`config.mk`:
```
export PLATFORM = sky130hd
export DESIGN_NAME = fft_smooth_size_search
export DESIGN_NICKNAME = d
export VERILOG_FILES = /design/src/rtl/fss_pkg.sv /design/src/rtl/fss_seq.sv /design/src/rtl/fss_dp.sv /design/src/rtl/fft_smooth_size_search.sv
export SDC_FILE = /design/constraint.sdc
export NUM_CORES = 2
export LEC_CHECK = 0
export ABC_AREA = 0
export BUFFER_PORTS_ARGS = -buffer_cell sky130_fd_sc_hd__buf_4
export CAP_MARGIN = 20
export CORE_MARGIN = 5
export CORE_UTILIZATION = 40
export CTS_CLUSTER_SIZE = 20
export DETAILED_ROUTE_END_ITERATION = 10
export GPL_ROUTABILITY_DRIVEN = 0
export PLACE_DENSITY = 0.69
export SLEW_MARGIN = 15
export SYNTH_ARGS = -nofsm -noshare
export SYNTH_HDL_FRONTEND = slang
export SYNTH_HIERARCHICAL = 1
export SYNTH_SLANG_ARGS = --single-unit
```
`constraint.sdc`:
```
create_clock -name clock -period 16.8 [get_ports clock]
set_input_delay 3.36 -clock clock [delete_from_list [all_inputs] [get_ports clock]]
set_output_delay 3.36 -clock clock [all_outputs]
set_load 0.1 [all_outputs]
```
`src/rtl/fss_pkg.sv`:
```
// Shared types, constants and the microcode program of the smooth size search.
package fss_pkg;

   localparam int SIZE_WIDTH = 32;
   localparam int RES_WIDTH  = SIZE_WIDTH + 1;
   localparam int XW         = SIZE_WIDTH + 5;
   localparam int PC_WIDTH   = 5;
   localparam int ADDR_WIDTH = 4;
   localparam int DATA_WIDTH = 64;

   localparam logic [RES_WIDTH-1:0] MAX_SIZE_RESET = RES_WIDTH'(2147483647);

   localparam logic [1:0] FACTOR_5   = 2'd0;
   localparam logic [1:0] FACTOR_7   = 2'd1;
   localparam logic [1:0] FACTOR_11  = 2'd2;
   localparam logic [1:0] FACTOR_BAD = 2'd3;

   localparam logic REG_MAX_SIZE = 1'b0;

   localparam logic [PC_WIDTH-1:0] STEP_U0       = 5'd0;
   localparam logic [PC_WIDTH-1:0] STEP_U1       = 5'd1;
   localparam logic [PC_WIDTH-1:0] STEP_U2       = 5'd2;
   localparam logic [PC_WIDTH-1:0] STEP_U3       = 5'd3;
   localparam logic [PC_WIDTH-1:0] STEP_U4       = 5'd4;
   localparam logic [PC_WIDTH-1:0] STEP_U5       = 5'd5;
   localparam logic [PC_WIDTH-1:0] STEP_U6       = 5'd6;
   localparam logic [PC_WIDTH-1:0] STEP_U7       = 5'd7;
   localparam logic [PC_WIDTH-1:0] STEP_D0       = 5'd8;
   localparam logic [PC_WIDTH-1:0] STEP_D1       = 5'd9;
   localparam logic [PC_WIDTH-1:0] STEP_D2       = 5'd10;
   localparam logic [PC_WIDTH-1:0] STEP_D3       = 5'd11;
   localparam logic [PC_WIDTH-1:0] STEP_D4       = 5'd12;
   localparam logic [PC_WIDTH-1:0] STEP_D5       = 5'd13;
   localparam logic [PC_WIDTH-1:0] STEP_D6       = 5'd14;
   localparam logic [PC_WIDTH-1:0] STEP_D7       = 5'd15;
   localparam logic [PC_WIDTH-1:0] STEP_OUT_N    = 5'd16;
   localparam logic [PC_WIDTH-1:0] STEP_OUT_BEST = 5'd17;
   localparam logic [PC_WIDTH-1:0] STEP_OUT_BAD  = 5'd18;

   typedef struct packed {
      logic                  cmd;
      logic [SIZE_WIDTH-1:0] size;
      logic [1:0]            max_factor;
   } req_type;

   typedef struct packed {
      logic [RES_WIDTH-1:0] result_size;
      logic                 bad_factor;
   } rsp_type;

   typedef enum logic [3:0] {
      COND_ALWAYS,
      COND_SMALL,
      COND_A_UP,
      COND_B_UP,
      COND_C_UP,
      COND_X_LT_N,
      COND_X_EQ_N,
      COND_X_ODD,
      COND_A_DN,
      COND_B_DN,
      COND_C_DN,
      COND_X2_LE_N,
      COND_X3_LE_N
   } cond_type;

   typedef enum logic [4:0] {
      OP_NONE,
      OP_INIT_UP,
      OP_INIT_DN,
      OP_B_A,
      OP_C_B,
      OP_X_C,
      OP_A_MUL11,
      OP_B_MUL7,
      OP_C_MUL5,
      OP_X_MUL2,
      OP_X_MUL3,
      OP_X_HALF,
      OP_BEST_MIN,
      OP_BEST_MAX,
      OP_OUT_N,
      OP_OUT_BEST,
      OP_OUT_BAD
   } op_type;

   typedef struct packed {
      cond_type              cond;
      op_type                op_t;
      op_type                op_f;
      logic [PC_WIDTH-1:0]   jump_t;
      logic [PC_WIDTH-1:0]   jump_f;
   } uword_type;

   typedef struct packed {
      logic load;
      op_type op;
   } dp_ctrl_type;

   typedef struct packed {
      logic is_small;
      logic a_up;
      logic b_up;
      logic c_up;
      logic x_lt_n;
      logic x_eq_n;
      logic x_odd;
      logic a_dn;
      logic b_dn;
      logic c_dn;
      logic x2_le_n;
      logic x3_le_n;
   } cond_flags_type;

   function automatic uword_type ucode_rom(input logic [PC_WIDTH-1:0] step);
      uword_type w;
      case (step)
         STEP_U0: w = '{COND_SMALL, OP_NONE, OP_INIT_UP, STEP_OUT_N, STEP_U1};
         STEP_U1: w = '{COND_A_UP, OP_B_A, OP_NONE, STEP_U2, STEP_OUT_BEST};
         STEP_U2: w = '{COND_B_UP, OP_C_B, OP_A_MUL11, STEP_U3, STEP_U1};
         STEP_U3: w = '{COND_C_UP, OP_X_C, OP_B_MUL7, STEP_U4, STEP_U2};
         STEP_U4: w = '{COND_X_LT_N, OP_X_MUL2, OP_NONE, STEP_U4, STEP_U5};
         STEP_U5: w = '{COND_X_EQ_N, OP_NONE, OP_NONE, STEP_OUT_N, STEP_U6};
         STEP_U6: w = '{COND_X_LT_N, OP_X_MUL3, OP_BEST_MIN, STEP_U5, STEP_U7};
         STEP_U7: w = '{COND_X_ODD, OP_C_MUL5, OP_X_HALF, STEP_U3, STEP_U5};
         STEP_D0: w = '{COND_SMALL, OP_NONE, OP_INIT_DN, STEP_OUT_N, STEP_D1};
         STEP_D1: w = '{COND_A_DN, OP_B_A, OP_NONE, STEP_D2, STEP_OUT_BEST};
         STEP_D2: w = '{COND_B_DN, OP_C_B, OP_A_MUL11, STEP_D3, STEP_D1};
         STEP_D3: w = '{COND_C_DN, OP_X_C, OP_B_MUL7, STEP_D4, STEP_D2};
         STEP_D4: w = '{COND_X2_LE_N, OP_X_MUL2, OP_BEST_MAX, STEP_D4, STEP_D5};
         STEP_D5: w = '{COND_X3_LE_N, OP_X_MUL3, OP_NONE, STEP_D6, STEP_D7};
         STEP_D6: w = '{COND_ALWAYS, OP_BEST_MAX, OP_NONE, STEP_D5, STEP_D5};
         STEP_D7: w = '{COND_X_ODD, OP_C_MUL5, OP_X_HALF, STEP_D3, STEP_D6};
         STEP_OUT_N: w = '{COND_ALWAYS, OP_OUT_N, OP_NONE, STEP_U0, STEP_U0};
         STEP_OUT_BEST: w = '{COND_ALWAYS, OP_OUT_BEST, OP_NONE, STEP_U0, STEP_U0};
         STEP_OUT_BAD: w = '{COND_ALWAYS, OP_OUT_BAD, OP_NONE, STEP_U0, STEP_U0};
         default: w = '{COND_ALWAYS, OP_OUT_BAD, OP_NONE, STEP_U0, STEP_U0};
      endcase
      return w;
   endfunction

endpackage

```
`src/rtl/fss_seq.sv`:
```
// Microcode sequencer: step counter, program table and conditional branching.
module fss_seq import fss_pkg::*; (
   input  logic           clock,
   input  logic           reset,
   input  logic           start,
   input  req_type        req_data,
   input  cond_flags_type flags,
   output logic           busy,
   output dp_ctrl_type    ctrl
);

   logic                busy_ff, busy_in;
   logic [PC_WIDTH-1:0] pc_ff, pc_in;
   uword_type           uw;
   logic                taken;
   op_type              op;

   always_ff @(posedge clock) begin
      if (reset) begin
         busy_ff <= 1'b0;
         pc_ff   <= STEP_U0;
      end else begin
         busy_ff <= busy_in;
         pc_ff   <= pc_in;
      end
   end

   always_comb begin
      uw = ucode_rom(pc_ff);
      case (uw.cond)
         COND_ALWAYS:  taken = 1'b1;
         COND_SMALL:   taken = flags.is_small;
         COND_A_UP:    taken = flags.a_up;
         COND_B_UP:    taken = flags.b_up;
         COND_C_UP:    taken = flags.c_up;
         COND_X_LT_N:  taken = flags.x_lt_n;
         COND_X_EQ_N:  taken = flags.x_eq_n;
         COND_X_ODD:   taken = flags.x_odd;
         COND_A_DN:    taken = flags.a_dn;
         COND_B_DN:    taken = flags.b_dn;
         COND_C_DN:    taken = flags.c_dn;
         COND_X2_LE_N: taken = flags.x2_le_n;
         COND_X3_LE_N: taken = flags.x3_le_n;
         default:      taken = 1'b1;
      endcase
      op = taken ? uw.op_t : uw.op_f;

      busy_in   = busy_ff;
      pc_in     = pc_ff;
      ctrl.load = 1'b0;
      ctrl.op   = OP_NONE;
      if (busy_ff) begin
         ctrl.op = op;
         pc_in   = taken ? uw.jump_t : uw.jump_f;
         if (op == OP_OUT_N || op == OP_OUT_BEST || op == OP_OUT_BAD) begin
            busy_in = 1'b0;
         end
      end else if (start) begin
         ctrl.load = 1'b1;
         busy_in   = 1'b1;
         if (req_data.max_factor == FACTOR_BAD) begin
            pc_in = STEP_OUT_BAD;
         end else if (req_data.cmd) begin
            pc_in = STEP_U0;
         end else begin
            pc_in = STEP_D0;
         end
      end
   end

   assign busy = busy_ff;

endmodule

```
`src/rtl/fss_dp.sv`:
```
// Search datapath: working registers, constant-factor scaling and branch conditions.
module fss_dp import fss_pkg::*; (
   input  logic                  clock,
   input  req_type               req_data,
   input  dp_ctrl_type           ctrl,
   output cond_flags_type        flags,
   output logic [SIZE_WIDTH-1:0] n_value,
   output logic [XW-1:0]         best_value
);

   logic [SIZE_WIDTH-1:0] n_ff, n_in;
   logic [1:0]            fac_ff, fac_in;
   logic [XW-1:0]         a_ff, a_in;
   logic [XW-1:0]         b_ff, b_in;
   logic [XW-1:0]         c_ff, c_in;
   logic [XW-1:0]         x_ff, x_in;
   logic [XW-1:0]         best_ff, best_in;
   logic [XW-1:0]         n_ext;
   logic [XW-1:0]         lim_p1;
   logic [XW+1:0]         x3;
   logic [XW+1:0]         n_wide;
   logic                  lim11, lim7;

   always_ff @(posedge clock) begin
      n_ff    <= n_in;
      fac_ff  <= fac_in;
      a_ff    <= a_in;
      b_ff    <= b_in;
      c_ff    <= c_in;
      x_ff    <= x_in;
      best_ff <= best_in;
   end

   always_comb begin
      n_ext  = XW'(n_ff);
      n_wide = (XW + 2)'(n_ff);
      x3     = {2'b00, x_ff} + {1'b0, x_ff, 1'b0};
      lim11  = (fac_ff == FACTOR_11);
      lim7   = (fac_ff == FACTOR_7) || (fac_ff == FACTOR_11);
      case (fac_ff)
         FACTOR_5: lim_p1 = XW'(6);
         FACTOR_7: lim_p1 = XW'(8);
         default:  lim_p1 = XW'(12);
      endcase

      flags.is_small = (n_ext <= lim_p1);
      flags.a_up    = lim11 ? (a_ff < best_ff) : (a_ff < XW'(2));
      flags.b_up    = lim7 ? (b_ff < best_ff) : (b_ff < XW'(2));
      flags.c_up    = (c_ff < best_ff);
      flags.x_lt_n  = (x_ff < n_ext);
      flags.x_eq_n  = (x_ff == n_ext);
      flags.x_odd   = x_ff[0];
      flags.a_dn    = lim11 ? (a_ff <= n_ext) : (a_ff <= XW'(1));
      flags.b_dn    = lim7 ? (b_ff <= n_ext) : (b_ff <= XW'(1));
      flags.c_dn    = (c_ff <= n_ext);
      flags.x2_le_n = ({1'b0, x_ff, 1'b0} <= n_wide);
      flags.x3_le_n = (x3 <= n_wide);
   end

   always_comb begin
      n_in    = n_ff;
      fac_in  = fac_ff;
      a_in    = a_ff;
      b_in    = b_ff;
      c_in    = c_ff;
      x_in    = x_ff;
      best_in = best_ff;
      if (ctrl.load) begin
         n_in   = req_data.size;
         fac_in = req_data.max_factor;
      end
      case (ctrl.op)
         OP_INIT_UP: begin
            best_in = XW'({n_ff, 1'b0});
            a_in    = XW'(1);
         end
         OP_INIT_DN: begin
            best_in = XW'(1);
            a_in    = XW'(1);
         end
         OP_B_A:      b_in = a_ff;
         OP_C_B:      c_in = b_ff;
         OP_X_C:      x_in = c_ff;
         OP_A_MUL11:  a_in = (a_ff << 3) + (a_ff << 1) + a_ff;
         OP_B_MUL7:   b_in = (b_ff << 3) - b_ff;
         OP_C_MUL5:   c_in = (c_ff << 2) + c_ff;
         OP_X_MUL2:   x_in = x_ff << 1;
         OP_X_MUL3:   x_in = x3[XW-1:0];
         OP_X_HALF:   x_in = x_ff >> 1;
         OP_BEST_MIN: best_in = (x_ff < best_ff) ? x_ff : best_ff;
         OP_BEST_MAX: best_in = (x_ff > best_ff) ? x_ff : best_ff;
         default: begin
         end
      endcase
   end

   assign n_value    = n_ff;
   assign best_value = best_ff;

endmodule

```
`src/rtl/fft_smooth_size_search.sv`:
```
// Top level of the smooth transform size search with its register port.
// The result is registered. A bad factor code goes straight to the STEP_OUT_BAD step;
// small sizes pass the first search step and then STEP_OUT_N. Searches advance one
// step a cycle through the program table until one of the output steps ends them.
// One request at a time, busy meanwhile; the receiver cannot stall the result.
// Synchronous reset idles the sequencer and sets max_size to 2147483647.
module fft_smooth_size_search import fss_pkg::*; (
   input  logic                  clock,
   input  logic                  reset,
   input  logic                  start,
   output logic                  busy,
   input  req_type               req_data,
   output logic                  rsp_strobe,
   output rsp_type               rsp_data,
   input  logic                  psel,
   input  logic                  penable,
   input  logic                  pwrite,
   input  logic [ADDR_WIDTH-1:0] paddr,
   input  logic [DATA_WIDTH-1:0] pwdata,
   output logic [DATA_WIDTH-1:0] prdata,
   output logic                  pready
);

   logic [RES_WIDTH-1:0] max_size_ff, max_size_in;
   logic                 rsp_strobe_ff, rsp_strobe_in;
   rsp_type              rsp_ff, rsp_in;
   dp_ctrl_type          ctrl;
   cond_flags_type       flags;
   logic [SIZE_WIDTH-1:0] n_value;
   logic [XW-1:0]        best_value;
   logic [RES_WIDTH-1:0] cand;

   fss_seq u_seq (
      .clock    (clock),
      .reset    (reset),
      .start    (start),
      .req_data (req_data),
      .flags    (flags),
      .busy     (busy),
      .ctrl     (ctrl)
   );

   fss_dp u_dp (
      .clock      (clock),
      .req_data   (req_data),
      .ctrl       (ctrl),
      .flags      (flags),
      .n_value    (n_value),
      .best_value (best_value)
   );

   always_ff @(posedge clock) begin
      if (reset) begin
         max_size_ff   <= MAX_SIZE_RESET;
         rsp_strobe_ff <= 1'b0;
      end else begin
         max_size_ff   <= max_size_in;
         rsp_strobe_ff <= rsp_strobe_in;
      end
      rsp_ff <= rsp_in;
   end

   always_comb begin
      max_size_in = max_size_ff;
      if (psel && penable && pwrite && paddr[3] == REG_MAX_SIZE) begin
         max_size_in = pwdata[RES_WIDTH-1:0];
      end
   end

   always_comb begin
      cand          = (ctrl.op == OP_OUT_N) ? RES_WIDTH'(n_value) : best_value[RES_WIDTH-1:0];
      rsp_strobe_in = 1'b0;
      rsp_in        = rsp_ff;
      case (ctrl.op)
         OP_OUT_N, OP_OUT_BEST: begin
            rsp_strobe_in      = 1'b1;
            rsp_in.bad_factor  = 1'b0;
            rsp_in.result_size = (cand > max_size_ff) ? '0 : cand;
         end
         OP_OUT_BAD: begin
            rsp_strobe_in      = 1'b1;
            rsp_in.bad_factor  = 1'b1;
            rsp_in.result_size = '0;
         end
         default: begin
         end
      endcase
   end

   assign rsp_strobe = rsp_strobe_ff;
   assign rsp_data   = rsp_ff;
   assign pready     = 1'b1;
   assign prdata     = (paddr[3] == REG_MAX_SIZE) ? DATA_WIDTH'(max_size_ff) : '0;

endmodule
```
==> results.json <==
{
  "outcome": "finished, final reports clean",
  "detailed_place_hpwl_mm": 70.6,
  "core-area_mm2": 0.0748,
  "slew_headroom": 0.274,
  "min_path_type": "reg -> reg",
  "whs_path_depth": 2,
  "post_cts_buffers": 0,
  "max_freq_mhz": 88.1,
  "utilization": 0.448,
  "diodes": 0,
  "synth_edf_count": 250,
  "drt_iter0_markers": 2224,
  "synth_compound_area_frac": 0.227,
  "end_kind": "flop",
  "drc": 0,
  "fp.dieH_um": 285,
  "yosysTopAreaCell": "edfxtp_1",
  "area_growth_pct": 10.7,
  "worst_slew_pin_slew_ns": 1.08,
  "power.density_mw_per_mm2": 104,
  "cts_max_level": 2,
  "crit_type": "reg -> reg",
  "wirelength_mm": 89.7,
  "start_kind": "flop",
  "clkLatencyLatePin_ns": 0.58,
  "clockBufferDepth": 3,
  "fillCellCount": 7154,
  "clock_sinks": 313,
  "layout.nets": 4089,
  "ios": 210,
  "final_layout_size_suffix_gt1_frac": 0.0977,
  "grt_max_degree": 67,
  "tritoncts": "built",
  "r2r_cells": 36,
  "finalSetupViolations": 0,
  "synth-adder-area-share": 0.241,
  "worst_ep_required_time_ns": 17.08,
  "root_buffer": "clkbuf_16",
  "numCtsBuffers": 39,
  "layout_setup_ws_ns": 5.45,
  "die_area_mm2": 0.0813,
  "yosysWarnings": 6,
  "drt_pre_antenna_iters": 7,
  "whs_ns": 0.454,
  "synthCells": 3312,
  "drt-wirelength-per-cell_um": 20.3,
  "grt_pass1_vias": 25000,
  "port_buffers": 143,
  "rsz0062_at_grt": "false",
  "arrival_ns": 11.63,
  "synth_top_family_by_area": "adder cells",
  "ctsHoldBuffers": 0,
  "syn-cell-area_mm2": 0.0303,
  "p_leak_nw": 15.0,
  "finalHoldViolations": 0,
  "synth_common_cells": "525 x ha_1, 252 x nor2_1, 250 x edfxtp_1",
  "ys_seq_area_frac": 0.290,
  "antenna_left": 0,
  "clock_skew_ns": 0.0222,
  "routed-via-count": 26400,
  "synth.mux.area_fraction": 0.0139,
  "synth_ff_type": "edfxtp_1",
  "synthSimpleGateAreaFrac": 0.144,
  "synth_xor_area_frac": 0.0350,
  "finalWorstPathRequiredPeriod_ns": 11.35,
  "ys_top_cells_by_area": "edfxtp_1 25%, ha_1 22%, dfxtp_1 4.2%",
  "die_w_um": 285,
  "peakVddDrop_mv": 0.0582,
  "synth-seq-cells": 313,
  "std_cell_rows": 100,
  "path_clk_slew_ns": 0.06,
  "start_util": 0.405,
  "slowest_stage": "o211ai_4",
  "grt_pass1_wl_mm": 139,
  "overflow": 0,
  "netlist.area_leader.share": 0.248,
  "place_area_mm2": 0.0322,
  "crit_path_max_fanout": 35,
  "cap_violations": 0,
  "yosysUniqueCellTypes": 105,
  "fin_setup_tns_ns": 0,
  "via_per_inst": 5.96,
  "timing.final.crit_share": 0.676,
  "pre_cts_slack_ns": 5.66,
  "cpMostUsedCell": "nor2_1",
  "grt_usage": 0.212,
  "antenna_found_initial": 0,
  "synth.most_common_cell": "ha_1",
  "slowest_delay_ns": 0.79,
  "fin_area_mm2": 0.0335,
  "syn_area_per_cell_um2": 9.14,
  "cts_resized": 0,
  "synthArstFlopShare": 0,
  "slew_viol_final": 0
}
==> metal layers <==
layer / global-route usage / up-vias / part of all wire
met1: 0.292 / 12600 / 0.44
li1: - / 12600 / -
met3: 0.0257 / 153 / 0.072
met5: 0 / - / 0
met4: 0.0852 / 0 / 0.045
met2: 0.339 / 964 / 0.44
==> state kept, by name, summed over array words and instances, names as in the netlist, 23 cells and up <==
signal	count
u_dp/n_value	32
max_size_ff	33
u_dp/b_ff	36
rsp_data	34
u_dp/x_ff	37
u_dp/c_ff	36
u_seq/uw	23
u_dp/best_value	37
u_dp/a_ff	36
==> final timing paths <==
kind                                      start               to  slack (ns)
worst max register to register     u_dp/x_ff[2]     rsp_data[33]        5.45
worst min-delay path            max_size_ff[31]  max_size_ff[31]        0.45
worst min register to register  max_size_ff[31]  max_size_ff[31]        0.45
worst max-delay path               u_dp/x_ff[2]     rsp_data[33]        5.45
==> cells by family after synthesis <==
kind of cell,Yosys count
AOI/OAI and AO/OA,1043
xor gates and xnor gates,121
adders and majority gates,561
buffers and inverters,341
DFF,313
muxes,38
other,2
and+or+nand+nor,893
==> placed cells by master, fill, tap and decap left out, types with 63 or more instances in the layout <==
cell	n
ha_1	525
edfxtp_1	250
nor2_1	249
a21oi_1	249
nand2_1	244
o21ai_0	211
inv_1	205
buf_4	169
a21o_1	152
nand4_1	90
o21ai_1	69
xnor2_1	66
dfxtp_1	63
==> layout make-up <==
class	count	area (µm²)	area share
Clock buffer	52	1160	0.0345
Clock inverter	20	126	0.00377
Inverter	207	785	0.0234
Multi-Input combinational cell	2688	20200	0.602
Sequential cell	313	8770	0.261
Tap cell	969	1210	0.0362
Timing Repair Buffer	170	1290	0.0384
==> per-stage QoR <==
step           cells  total power [mW]
2_1_floorplan   3342              2.22
3_3_place_gp    4346              2.58
4_1_cts         4418              3.48
3_5_place_dp    4346              2.61
6_report        4419              3.48
5_1_grt         4419              3.72
==> critical path: cells and delay by family (launching register included) <==
| kind | cells | cell delay (ns) |
|---|---|---|
| adder cells (fa/ha/maj) | 3 | 1.13 |
| AND/OR/NAND/NOR | 18 | 4.43 |
| AO/OA/AOI/OAI | 10 | 3.41 |
| flip-flops | 1 | 0.56 |
| XOR/XNOR | 1 | 0.21 |
| buffers and inverters | 2 | 0.63 |
| multiplexers | 2 | 0.64 |
==> power breakdown <==
group          total [mW]  internal (mW)  switching [mW]
Clock               0.849          0.488           0.362
Combinational        1.57          0.611           0.956
Sequential           1.06          0.956           0.107
Total                3.48           2.05            1.42
(Power assumes the default switching activity.)
